--- src/hw/rtl/mams_pkg.sv ---
// ----------------------------------------------------------------------------
// mams_pkg
// Shared constants for the multichannel moving-sum scaler: channel limits,
// configuration register indexes and scaling constants.
// ----------------------------------------------------------------------------
package mams_pkg;

    localparam int CHANNELS_DEF = 16;

    // Field widths
    localparam int CH_W    = 4;
    localparam int SMP_W   = 12;
    localparam int SUM_W   = 14;
    localparam int TEN_W   = 9;
    localparam int PRS_W   = 16;
    localparam int PROD_W  = 30;
    localparam int QUO_W   = 17;
    localparam int RECIP_W = 31;

    // Configuration register indexes
    localparam int CFG_IDX_W = 3;
    localparam logic [CFG_IDX_W-1:0] CFG_FULL_SCALE = 3'd0;
    localparam logic [CFG_IDX_W-1:0] CFG_BATT_CH    = 3'd1;
    localparam logic [CFG_IDX_W-1:0] CFG_PRES_CH    = 3'd2;
    localparam logic [CFG_IDX_W-1:0] CFG_CHG_ON     = 3'd3;
    localparam logic [CFG_IDX_W-1:0] CFG_CHG_OFF    = 3'd4;

    // Battery scaling: tenths = (sum * 1372 + 0x8000) >> 16
    localparam logic [15:0] BATT_MULT  = 16'd1372;
    localparam logic [PROD_W:0] BATT_ROUND = 31'h8000;

    // Pressure scaling: (sum - 1658) * full_scale / 13263, rounded
    localparam logic [SUM_W-1:0]  PRES_ZERO  = 14'd1658;
    localparam logic [SUM_W-1:0]  PRES_SPAN  = 14'd13263;
    localparam logic [PROD_W-1:0] PRES_ROUND = 30'd6631;

    // ceil(2^44 / 13263): exact floor division for any 30-bit dividend
    localparam int                 RECIP_SH   = 44;
    localparam logic [RECIP_W-1:0] PRES_RECIP = 31'd1326410771;

    // Reset values of the configuration registers
    localparam logic [15:0]      RST_FULL_SCALE = 16'd0;
    localparam logic [CH_W-1:0]  RST_BATT_CH    = 4'd0;
    localparam logic [CH_W-1:0]  RST_PRES_CH    = 4'd1;
    localparam logic [TEN_W-1:0] RST_CHG_ON     = 9'd260;
    localparam logic [TEN_W-1:0] RST_CHG_OFF    = 9'd255;

endpackage

--- src/hw/rtl/multichannel_adc_moving_sum_scaler.sv ---
// ----------------------------------------------------------------------------
// multichannel_adc_moving_sum_scaler
// Four-sample moving sum per ADC channel with battery and pressure scaling.
//
// Use:
//   Slave stream carries one sample per transfer: tdata = {sample, channel}.
//   Master stream returns one result per sample: tdata = {pressure_scaled,
//   charge_ok, battery_tenths, window_sum, channel_out}, zero padded.
//   The config channel writes one register per transfer (valid/ready,
//   index, data); it is always ready and should only be used while idle.
// Sequence:
//   One sample at a time. After acceptance the sequencer reads the four history
//   slots through the one read port, then a single shared multiplier does the
//   battery gain, the pressure span and a reciprocal multiply for the divide by
//   13263. An ignored channel skips the history reads, a non-battery channel
//   skips the battery scaling and a pressure sum at or below the zero offset
//   skips the divide. tready rises in the cycle the result turns valid.
// Reset: synchronous, active low. Pointers and history valid bits clear at
//   once so all history reads as zero; pressure sum, flag and registers reset.
// Back-pressure: a stalled result waits in the output register while the next
//   sample is processed; that one then waits until the register is free.
// ----------------------------------------------------------------------------
module multichannel_adc_moving_sum_scaler #(
    parameter int CHANNELS = mams_pkg::CHANNELS_DEF
) (
    input  logic        i_clk,
    input  logic        i_rst_n,
    // Sample stream
    input  logic        i_s_axis_tvalid,
    output logic        o_s_axis_tready,
    input  logic [15:0] i_s_axis_tdata,   // [3:0] channel, [15:4] sample
    // Result stream
    output logic        o_m_axis_tvalid,
    input  logic        i_m_axis_tready,
    output logic [47:0] o_m_axis_tdata,   // [3:0] channel_out, [17:4] window_sum,
                                          // [26:18] battery_tenths, [27] charge_ok,
                                          // [43:28] pressure_scaled, [47:44] zero
    // Configuration writes
    input  logic        i_cfg_valid,
    output logic        o_cfg_ready,
    input  logic [mams_pkg::CFG_IDX_W-1:0] i_cfg_index,
    input  logic [15:0] i_cfg_data
);

    localparam int CW    = (CHANNELS > 1) ? $clog2(CHANNELS) : 1;
    localparam int AW    = CW + 2;
    localparam int DEPTH = CHANNELS * 4;
    localparam logic [6:0] CH_LIMIT = 7'(CHANNELS);

    typedef enum logic [7:0] {
        S_IDLE = 8'b0000_0001,
        S_RD   = 8'b0000_0010,
        S_BMUL = 8'b0000_0100,
        S_BSCL = 8'b0000_1000,
        S_PMUL = 8'b0001_0000,
        S_PADD = 8'b0010_0000,
        S_QUO  = 8'b0100_0000,
        S_DONE = 8'b1000_0000
    } t_state;

    // Configuration registers
    logic [15:0]                  r_full_scale;
    logic [mams_pkg::CH_W-1:0]    r_batt_ch;
    logic [mams_pkg::CH_W-1:0]    r_pres_ch;
    logic [mams_pkg::TEN_W-1:0]   r_chg_on;
    logic [mams_pkg::TEN_W-1:0]   r_chg_off;

    // Sequencer and datapath
    t_state                       r_state, n_state;
    logic [4:0]                   r_cnt, n_cnt;
    logic [mams_pkg::CH_W-1:0]    r_ch, n_ch;
    logic                         r_inrange, n_inrange;
    logic [mams_pkg::SUM_W-1:0]   r_acc, n_acc;
    logic [mams_pkg::PROD_W-1:0]  r_prod, n_prod;
    logic [mams_pkg::QUO_W-1:0]   r_dvd, n_dvd;

    // Latched state
    logic [mams_pkg::SUM_W-1:0]   r_psum, n_psum;
    logic [mams_pkg::TEN_W-1:0]   r_batt_ten, n_batt_ten;
    logic                         r_chg_flag, n_chg_flag;
    logic [1:0]                   r_ptr [CHANNELS];
    logic                         r_hv  [DEPTH];

    // History memory
    logic [mams_pkg::SMP_W-1:0]   r_hist [DEPTH];
    logic [mams_pkg::SMP_W-1:0]   r_rd_data;
    logic                         r_rd_live;

    // Output register
    logic                         r_m_valid, n_m_valid;
    logic [47:0]                  r_m_data, n_m_data;

    // Input decode
    logic                         in_xfer;
    logic [mams_pkg::CH_W-1:0]    in_ch;
    logic [mams_pkg::SMP_W-1:0]   in_smp;
    logic                         in_ok;
    logic [CW-1:0]                in_idx;
    logic [1:0]                   wr_slot;
    logic [AW-1:0]                wr_addr;
    logic                         wr_en;
    logic [AW-1:0]                rd_addr;
    logic                         rd_en;

    // Shared multiplier and friends
    logic [mams_pkg::PROD_W-1:0]  mul_a;
    logic [mams_pkg::RECIP_W-1:0] mul_b;
    logic [mams_pkg::PROD_W+mams_pkg::RECIP_W-1:0] mul_p;
    logic [mams_pkg::SUM_W-1:0]   psum_off;
    logic [mams_pkg::PROD_W:0]    batt_rnd;
    logic [mams_pkg::TEN_W-1:0]   batt_new;
    logic [mams_pkg::PROD_W-1:0]  dividend;
    logic                         upd_batt;
    logic                         upd_pres;
    logic                         out_free;
    logic [15:0]                  pres_out;
    logic                         ptr_we;

    assign o_cfg_ready     = 1'b1;
    assign o_s_axis_tready = (r_state == S_IDLE);
    assign o_m_axis_tvalid = r_m_valid;
    assign o_m_axis_tdata  = r_m_data;

    assign in_xfer = i_s_axis_tvalid && o_s_axis_tready;
    assign in_ch   = i_s_axis_tdata[3:0];
    assign in_smp  = i_s_axis_tdata[15:4];
    assign in_ok   = ({3'b000, in_ch} < CH_LIMIT);
    assign in_idx  = CW'(in_ch);
    assign wr_slot = r_ptr[in_idx] + 2'd1;
    assign wr_addr = {in_idx, wr_slot};
    assign wr_en   = in_xfer && in_ok;
    assign ptr_we  = wr_en;

    assign rd_en   = (r_state == S_RD) && (r_cnt < 5'd4);
    assign rd_addr = {CW'(r_ch), r_cnt[1:0]};

    assign upd_batt = r_inrange && (r_ch == r_batt_ch);
    assign upd_pres = r_inrange && (r_ch == r_pres_ch);

    // Single multiplier: battery gain, pressure span or span reciprocal
    assign psum_off = r_psum - mams_pkg::PRES_ZERO;
    assign mul_a    = (r_state == S_BMUL) ? mams_pkg::PROD_W'(r_acc) :
                      (r_state == S_PMUL) ? mams_pkg::PROD_W'(psum_off) : r_prod;
    assign mul_b    = (r_state == S_BMUL) ? mams_pkg::RECIP_W'(mams_pkg::BATT_MULT) :
                      (r_state == S_PMUL) ? mams_pkg::RECIP_W'(r_full_scale) :
                                            mams_pkg::PRES_RECIP;
    assign mul_p    = mul_a * mul_b;

    assign batt_rnd = {1'b0, r_prod} + mams_pkg::BATT_ROUND;
    assign batt_new = batt_rnd[24:16];
    assign dividend = r_prod + mams_pkg::PRES_ROUND;

    assign out_free = !r_m_valid || i_m_axis_tready;
    assign pres_out = r_dvd[mams_pkg::QUO_W-1] ? 16'hFFFF : r_dvd[15:0];

    always_comb begin
        n_state    = r_state;
        n_cnt      = r_cnt;
        n_ch       = r_ch;
        n_inrange  = r_inrange;
        n_acc      = r_acc;
        n_prod     = r_prod;
        n_dvd      = r_dvd;
        n_psum     = r_psum;
        n_batt_ten = r_batt_ten;
        n_chg_flag = r_chg_flag;
        n_m_valid  = r_m_valid && !i_m_axis_tready;
        n_m_data   = r_m_data;

        unique case (r_state)
            S_IDLE: begin
                if (in_xfer) begin
                    n_ch      = in_ch;
                    n_inrange = in_ok;
                    n_acc     = '0;
                    n_cnt     = '0;
                    n_state   = in_ok ? S_RD : S_BMUL;
                end
            end
            S_RD: begin
                // read data is registered and arrives in the cycle after its address
                if (r_cnt != 5'd0 && r_rd_live) begin
                    n_acc = r_acc + mams_pkg::SUM_W'(r_rd_data);
                end
                n_cnt = r_cnt + 5'd1;
                if (r_cnt == 5'd4) begin
                    n_state = S_BMUL;
                end
            end
            S_BMUL: begin
                if (upd_pres) begin
                    n_psum = r_acc;
                end
                if (upd_batt) begin
                    n_prod  = mul_p[mams_pkg::PROD_W-1:0];
                    n_state = S_BSCL;
                end else begin
                    n_state = S_PMUL;
                end
            end
            S_BSCL: begin
                n_batt_ten = batt_new;
                if (batt_new > r_chg_on) begin
                    n_chg_flag = 1'b1;
                end else if (batt_new < r_chg_off) begin
                    n_chg_flag = 1'b0;
                end
                n_state = S_PMUL;
            end
            S_PMUL: begin
                if (r_psum <= mams_pkg::PRES_ZERO) begin
                    n_dvd   = '0;
                    n_state = S_DONE;
                end else begin
                    n_prod  = mul_p[mams_pkg::PROD_W-1:0];
                    n_state = S_PADD;
                end
            end
            S_PADD: begin
                n_prod  = dividend;
                n_state = S_QUO;
            end
            S_QUO: begin
                // quotient is the product shifted down by the reciprocal scale
                n_dvd   = mul_p[mams_pkg::RECIP_SH+mams_pkg::QUO_W-1:mams_pkg::RECIP_SH];
                n_state = S_DONE;
            end
            S_DONE: begin
                if (out_free) begin
                    n_m_valid = 1'b1;
                    n_m_data  = {4'b0000, pres_out, r_chg_flag, r_batt_ten, r_acc, r_ch};
                    n_state   = S_IDLE;
                end
            end
            default: begin
                n_state = S_IDLE;
            end
        endcase
    end

    // Control and latched state
    always_ff @(posedge i_clk) begin
        if (!i_rst_n) begin
            r_state      <= S_IDLE;
            r_cnt        <= '0;
            r_inrange    <= 1'b0;
            r_psum       <= '0;
            r_batt_ten   <= '0;
            r_chg_flag   <= 1'b0;
            r_m_valid    <= 1'b0;
            r_full_scale <= mams_pkg::RST_FULL_SCALE;
            r_batt_ch    <= mams_pkg::RST_BATT_CH;
            r_pres_ch    <= mams_pkg::RST_PRES_CH;
            r_chg_on     <= mams_pkg::RST_CHG_ON;
            r_chg_off    <= mams_pkg::RST_CHG_OFF;
            for (int i = 0; i < CHANNELS; i++) begin
                r_ptr[i] <= 2'd0;
            end
            for (int i = 0; i < DEPTH; i++) begin
                r_hv[i] <= 1'b0;
            end
        end else begin
            r_state    <= n_state;
            r_cnt      <= n_cnt;
            r_inrange  <= n_inrange;
            r_psum     <= n_psum;
            r_batt_ten <= n_batt_ten;
            r_chg_flag <= n_chg_flag;
            r_m_valid  <= n_m_valid;
            if (ptr_we) begin
                r_ptr[in_idx] <= wr_slot;
                r_hv[wr_addr] <= 1'b1;
            end
            if (i_cfg_valid) begin
                unique case (i_cfg_index)
                    mams_pkg::CFG_FULL_SCALE: r_full_scale <= i_cfg_data;
                    mams_pkg::CFG_BATT_CH:    r_batt_ch    <= i_cfg_data[3:0];
                    mams_pkg::CFG_PRES_CH:    r_pres_ch    <= i_cfg_data[3:0];
                    mams_pkg::CFG_CHG_ON:     r_chg_on     <= i_cfg_data[8:0];
                    mams_pkg::CFG_CHG_OFF:    r_chg_off    <= i_cfg_data[8:0];
                    default: ;
                endcase
            end
        end
    end

    // Payload registers
    always_ff @(posedge i_clk) begin
        r_ch     <= n_ch;
        r_acc    <= n_acc;
        r_prod   <= n_prod;
        r_dvd    <= n_dvd;
        r_m_data <= n_m_data;
    end

    // History memory: one write port, one registered read port
    always_ff @(posedge i_clk) begin
        if (wr_en) begin
            r_hist[wr_addr] <= in_smp;
        end
        if (rd_en) begin
            r_rd_data <= r_hist[rd_addr];
        end
    end

    // Entry validity travels with the read data
    always_ff @(posedge i_clk) begin
        if (!i_rst_n) begin
            r_rd_live <= 1'b0;
        end else if (rd_en) begin
            r_rd_live <= r_hv[rd_addr];
        end
    end

    // ------------------------------------------------------------------
    // Assertions
    // ------------------------------------------------------------------
    a_state_onehot: assert property (@(posedge i_clk) disable iff (!i_rst_n)
        $onehot(r_state))
        else $error("sequencer state not one-hot");

    // largest quotient: full window, full scale
    a_quo_bound: assert property (@(posedge i_clk) disable iff (!i_rst_n)
        (r_state == S_DONE) |-> (r_dvd <= mams_pkg::QUO_W'(72744)))
        else $error("pressure quotient out of range");

    a_batt_bound: assert property (@(posedge i_clk) disable iff (!i_rst_n)
        r_batt_ten <= 9'd343)
        else $error("battery tenths out of range");

    a_skip_sum: assert property (@(posedge i_clk) disable iff (!i_rst_n)
        (r_state == S_DONE && !r_inrange) |-> (r_acc == '0))
        else $error("ignored channel gave a non-zero sum");

    a_load_out: assert property (@(posedge i_clk) disable iff (!i_rst_n)
        (r_state == S_DONE && out_free) |=> (r_m_valid && r_state == S_IDLE))
        else $error("finished result not loaded");

endmodule
--- config.mk ---
export PLATFORM = sky130hd
export DESIGN_NAME = multichannel_adc_moving_sum_scaler
export DESIGN_NICKNAME = d
export VERILOG_FILES = /design/src/hw/rtl/mams_pkg.sv /design/src/hw/rtl/multichannel_adc_moving_sum_scaler.sv
export SDC_FILE = /design/constraint.sdc
export NUM_CORES = 2
export LEC_CHECK = 0
export BUFFER_PORTS_ARGS = -buffer_cell sky130_fd_sc_hd__clkbuf_2
export CAP_MARGIN = 0
export CELL_PAD_IN_SITES_DETAIL_PLACEMENT = 1
export CELL_PAD_IN_SITES_GLOBAL_PLACEMENT = 1
export CORE_ASPECT_RATIO = 1.75
export CORE_MARGIN = 3
export CORE_UTILIZATION = 55
export CTS_CLUSTER_SIZE = 40
export DETAILED_ROUTE_END_ITERATION = 10
export GPL_ROUTABILITY_DRIVEN = 1
export GPL_TIMING_DRIVEN = 0
export HOLD_SLACK_MARGIN = 0.05
export PLACE_DENSITY_LB_ADDON = 0.1
export SLEW_MARGIN = 5
export SYNTH_ARGS = -nofsm -noshare
export SYNTH_HDL_FRONTEND = slang
export SYNTH_SLANG_ARGS = --single-unit
--- constraint.sdc ---
create_clock -name i_clk -period 22.7 [get_ports i_clk]
set_input_delay 6.81 -clock i_clk [delete_from_list [all_inputs] [get_ports i_clk]]
set_output_delay 6.81 -clock i_clk [all_outputs]
set_load 0.01 [all_outputs]
======== Word level (Yosys, flattened, before mapping) ========
Memories as Yosys holds them, arrays and structs flattened. A register that Yosys moved wholly into a read port is not among the register bits.
Index checks and enable logic that the tools add are counted.
storage, ports and cells
  register bits after elaboration ......... 190
  bits in writable memories ............... 864
  logic and storage cells ................. 121
  memories ................................ 3
cells by class
  $add $sub $neg .......................... 6
  multipliers ............................. 1
  $lt $le $gt $ge ......................... 4
  equal/unequal tests ..................... 22
  mux-type cells .......................... 35
  reduce and logical (&&, ||, !) cells .... 32
memory list
  name    depth  bits a word  rd ports  clocked after memory_dff  wr ports  line                                      source
  r_hist  64     12           1         1                         1         multichannel_adc_moving_sum_scaler.sv:85  logic [mams_pkg::SMP_W-1:0] r_hist [DEPTH];
  r_hv    64     1            1         1                         64        multichannel_adc_moving_sum_scaler.sv:82  logic r_hv [DEPTH];
  r_ptr   16     2            1         0                         16        multichannel_adc_moving_sum_scaler.sv:81  logic [1:0] r_ptr [CHANNELS];
operators with widths
  cell                                                                                 number
  30-bit two-way mux                                                                   4
  30-bit one-hot mux with 3 select lines                                               1
  8-bit one-hot mux with 8 select lines                                                1
  31-bit two-way mux                                                                   2
  30-bit by 31-bit multiplier with 61-bit output                                       1
  17-bit one-hot mux with 2 select lines                                               1
  8-bit two-way mux                                                                    4
  30-bit by 13-bit adder with 30-bit output (second input constant)                    1
  14-bit two-way mux                                                                   2
  14-bit one-hot mux with 2 select lines                                               1
  25-bit by 16-bit adder with 25-bit output (second input constant)                    1
  2-bit AND reduction                                                                  11
  17-bit two-way mux                                                                   1
  14-bit by 12-bit adder with 14-bit output                                            1
  14-bit by 11-bit less-or-equal comparator with 1-bit output (second input constant)  1
  14-bit by 11-bit subtractor with 14-bit output (second input constant)               1
  1-bit two-way mux                                                                    12
  5-bit two-way mux                                                                    2
  5-bit one-hot mux with 2 select lines                                                1
  9-bit > comparator                                                                   1
  9-bit < comparator                                                                   1
  3-bit AND reduction                                                                  3
  4-bit equality test                                                                  2
  8-bit by 1-bit equality test with 1-bit output (second input constant)               1
  other kinds (28)                                                                     43

======== Logic depth before layout (Yosys ltp) ========
  depth after elaboration ................. 7
  mapped depth ............................ 36
  gate-level depth less buffers ........... 34

======== Worst setup path before layout ========
OpenSTA, ideal clock, no wires.
  path kind ............................... input to register
  start ................................... in i_m_axis_tready
  end ..................................... reg r_m_data[0] (netlist: o_m_axis_tdata[0]), enable pin
  library setup time ...................... 0.450 ns
  arrival ................................. 8.961 ns
  path slack .............................. 13.289 ns
  stages on the path ...................... 2
  buffers on the path ..................... 0
  cells stage by stage .................... nand2b_1 nor2b_1
between the ends
  longest elaborated chain between the ends .. 2
ends and longest elaborated chain
  element                               line                                       source
  start: declaration                    multichannel_adc_moving_sum_scaler.sv:34   input logic i_m_axis_tready,
  1-bit logical OR                      multichannel_adc_moving_sum_scaler.sv:153  assign out_free = !r_m_valid || i_m_axis_tready;
  2-bit AND reduction (no source line)  -
  end signal: assignment                multichannel_adc_moving_sum_scaler.sv:293  r_m_data <= n_m_data;
  end: declaration                      multichannel_adc_moving_sum_scaler.sv:91   logic [47:0] r_m_data, n_m_data;
Every way passes these cells.
A chain may end at the register's enable or synchronous reset.

======== Final worst setup path ========
  start ................................... reg r_state[0]
  end ..................................... reg r_dvd[14] (netlist name), data pin
between the ends
  longest elaborated chain between the ends .. 5
  elaborated cells between the ends (all ways) .. 9
  those cells by class .................... mul: 1; eq/ne: 3; mux: 5
ends and longest elaborated chain
  element                                                          line                                                                                                                             source
  start: declaration                                               multichannel_adc_moving_sum_scaler.sv:69                                                                                         t_state r_state, n_state;
  start signal: assignment                                         multichannel_adc_moving_sum_scaler.sv:263                                                                                        r_state <= n_state;
  8-bit by 5-bit equality test with 1-bit output                   multichannel_adc_moving_sum_scaler.sv:143, multichannel_adc_moving_sum_scaler.sv:145, multichannel_adc_moving_sum_scaler.sv:170
  30-bit two-way mux / 31-bit two-way mux (equally long branches)  multichannel_adc_moving_sum_scaler.sv:143, multichannel_adc_moving_sum_scaler.sv:145
  30-bit two-way mux / 31-bit two-way mux (equally long branches)  multichannel_adc_moving_sum_scaler.sv:142, multichannel_adc_moving_sum_scaler.sv:144
  30-bit by 31-bit multiplier with 61-bit output                   multichannel_adc_moving_sum_scaler.sv:147                                                                                        assign mul_p = mul_a * mul_b;
  17-bit one-hot mux with 2 select lines (*)                       multichannel_adc_moving_sum_scaler.sv:170                                                                                        unique case (r_state)
  end signal: assignment                                           multichannel_adc_moving_sum_scaler.sv:292                                                                                        r_dvd <= n_dvd;
  end: declaration                                                 multichannel_adc_moving_sum_scaler.sv:75                                                                                         logic [mams_pkg::QUO_W-1:0] r_dvd, n_dvd;
Every way passes the cells marked *; elsewhere a longest branch is shown, timed or not.

==> impl_metrics.ini <==
[hold_path]
hold_class = reg -> reg
whs_endpoint = o_m_axis_tdata[21]
hp-start = r_batt_ten[3]
min_path_cells = 0

[global_route]
grt_pass1_wl_um = 307000
first_global_vias = 46000
grt_overflow = 0
grt_use_total = 0.348
grt_max_degree = 65
grt_antenna_before_repair = 13

[yosys]
synth_most_common_cell = edfxtp_1
netlist_area_um2 = 66000
ys_top_cells_by_count = edfxtp_1, inv_1, fa_1, nand2_1, ha_1
synth_area_leaders = edfxtp_1, fa_1, mux4_2, ha_1, inv_1
avgSynthCellArea_um2 = 13.5
seq_area_frac_synth = 0.463
yosysTopAreaCellShare = 0.419
synthCells = 4870
synth-edff-count = 921
ys_warn_count = 0
ys_types = 85
synthFlopType = edfxtp_1
synth_area_leader_cell = edfxtp_1
synth_seq_cells = 1067
async_flop_share = 0

[pwr]
leakage_nw = 28.7
combPwrFrac = 0.647
p_seq_frac = 0.205
worst_ir_drop_vdd_mv = 0.270
cellPowerDensity_nw_per_um2 = 152
internal-power_mw = 5.82
power_mw = 11.0
swShare = 0.473
switchingPower_mw = 5.22
clockPowerShare = 0.147

[clock_tree]
cts_tree = built
cts_setup_buffers = 0
clk_pin_slew_ps = 80
htreeDepth = 3
insertion_delay_ps = 720
cts_hold_buf = 0
clock_sinks = 1067
postCtsResizedCells = 0
clock_path_buffers = 3
cts_made_buffers = 92
cts-root-buf = clkbuf_16

[critical_path]
crit_fanout = 10
crit_top_cell = fa_1
crit_required_ps = 23110
regToRegSetupSlack_ps = 11250
reg2reg_from = r_state[0]
worstSetupPathType = reg -> reg
slowest_delay_ps = 900
slowest_stage = nor2_1
endpoint_kind = flop
r2r_cells = 34
critPathLaunchType = flop
arrival_ps = 11860
regToRegEndpoint = r_dvd[14]

[sta]
tightest_slew_ps = 1380
setup_tns_ps = 0
max-slew-margin-rel = 0.0769
min_period_ps = 11450
fmax_ghz = 0.0873
holdWs_ps = 428
period_share = 0.504
rsz0062_at_grt = no
setup_viol = 0
clock_skew_ps = 50.2
setup_ws_ps = 11250
drv_slew = 0
hold_violations = 0

[detailed_routing]
vias = 40800
ant_nets = 0
drc = 0
drt-initial-drc-count = 3323
avgRoutedWirePerCell_um = 30.6
wirelength_um = 209000
dr.pass1.iters = 6
post_drt_via_cell_ratio = 5.98

[job]
maxCapViolCount = 0

[finish]
final_core_util = 0.610
nFillCells = 11500
multi_input_area_um2 = 32200
seq_area_um2 = 30600
syn2layout_area_growth_pct = 9.70
drive_gt1_frac = 0.131
fin_nets = 6206

[place]
dpl.hpwl_um = 164000
gp_congestion = 0.977
pre_cts_ws_ps = 11480
io_buffers = 84

[die]
io_pins = 91
fp.dieW_um = 268
core_area_um2 = 119000
die_height_um = 464
start_util = 0.556
rows = 167
die_area_um2 = 124000

[outcome]
outcome = finished, final reports clean
[state kept, by name (all words and copies together) (netlist names), 12 cells and up]
register	cells
r_hist	768
r_rd_data	12
r_dvd	17
r_ptr	32
o_m_axis_tdata	44
r_full_scale	16
r_psum	14
r_hv	64
r_prod	30
r_acc	14
[worst max-delay path by stage]
stage                         start                 to  slack, ps  depth (start not counted)
floorplan           i_m_axis_tready  o_m_axis_tdata[0]      13290                          2
global placement         r_state[7]          r_dvd[14]      10750                         33
detailed placement       r_state[0]          r_dvd[14]      11480                         34
CTS                      r_state[0]          r_dvd[14]      11350                         34
global route             r_state[7]          r_dvd[14]      10700                         34
finish                   r_state[0]          r_dvd[14]      11250                         34
[layout make-up]
cell class | count | share of cell area
timing repair buffer | 102 | 0.00996
clock inverter | 53 | 0.00830
antenna | 11 | 0.000380
inverter | 795 | 0.0412
multi-input combinational | 2961 | 0.444
tap | 1521 | 0.0263
clock buffer | 119 | 0.0345
sequential | 1067 | 0.422
buffer | 194 | 0.0126
[layer usage]
| layer | vias to the layer above | share of wire | routed length (um) | GRT usage |
|---|---|---|---|---|
| li1 | 17300 | - | - | - |
| met4 | 2 | 0.10 | 21000 | 0.276 |
| met5 | - | 0.000072 | 15 | 0 |
| met3 | 617 | 0.051 | 10600 | 0.0459 |
| met1 | 21400 | 0.31 | 65700 | 0.356 |
| met2 | 1550 | 0.53 | 112000 | 0.632 |
[worst max-delay path: cells and delay by family (launching register included)]
family | cells | cell delay [ps]
DFF | 1 | 370
adders and majority gates | 9 | 4160
AOI/OAI and AO/OA | 8 | 2700
buffers and inverters | 10 | 1550
and+or+nand+nor | 7 | 2320
[cell families after synthesis]
family	synth area share
XOR/XNOR	0.0131
AO/OA/AOI/OAI	0.0455
buffers and inverters	0.0591
AND/OR/NAND/NOR	0.0677
other	0.000114
flip-flops	0.463
adder cells (fa/ha/maj)	0.249
multiplexers	0.102
[cell usage in the layout (no fill, tap or decap), types with 27 or more instances in the layout]
| cell type | count |
|---|---|
| edfxtp_1 | 921 |
| inv_1 | 793 |
| fa_1 | 600 |
| nand2_1 | 402 |
| ha_1 | 353 |
| mux4_2 | 279 |
| nor2_1 | 228 |
| conb_1 | 149 |
| dfxtp_1 | 146 |
| clkbuf_1 | 134 |
| a21oi_1 | 124 |
| o21ai_0 | 99 |
| clkbuf_16 | 94 |
| o21a_1 | 83 |
| clkbuf_2 | 72 |
| xnor2_1 | 51 |
| buf_2 | 48 |
| xor2_1 | 48 |
| nand3_1 | 43 |
| nor2b_1 | 43 |
| nor2_2 | 40 |
| mux2i_1 | 33 |
| and3_1 | 28 |
| a21o_1 | 28 |
| a21boi_0 | 28 |
| nand4_1 | 27 |
[stage by stage]
| step | cell area, um^2 | std cells |
|---|---|---|
| 6_report | 72400 | 6823 |
| 5_1_grt | 72400 | 6814 |
| 4_1_cts | 72300 | 6811 |
| 3_5_place_dp | 69200 | 6639 |
| 3_3_place_gp | 68900 | 6622 |
| 2_1_floorplan | 66500 | 5017 |
[power groups by stage]
stage	clock (mW)	combinational, mW	sequential [mW]
after global routing	1.72	8.00	2.26
after global placement	0	6.91	2.31
after floorplan	0	4.95	2.30
after CTS	1.64	7.11	2.27
final	1.63	7.15	2.26
after detailed placement	0	7.01	2.31
Power figures use the tool's default switching activity.
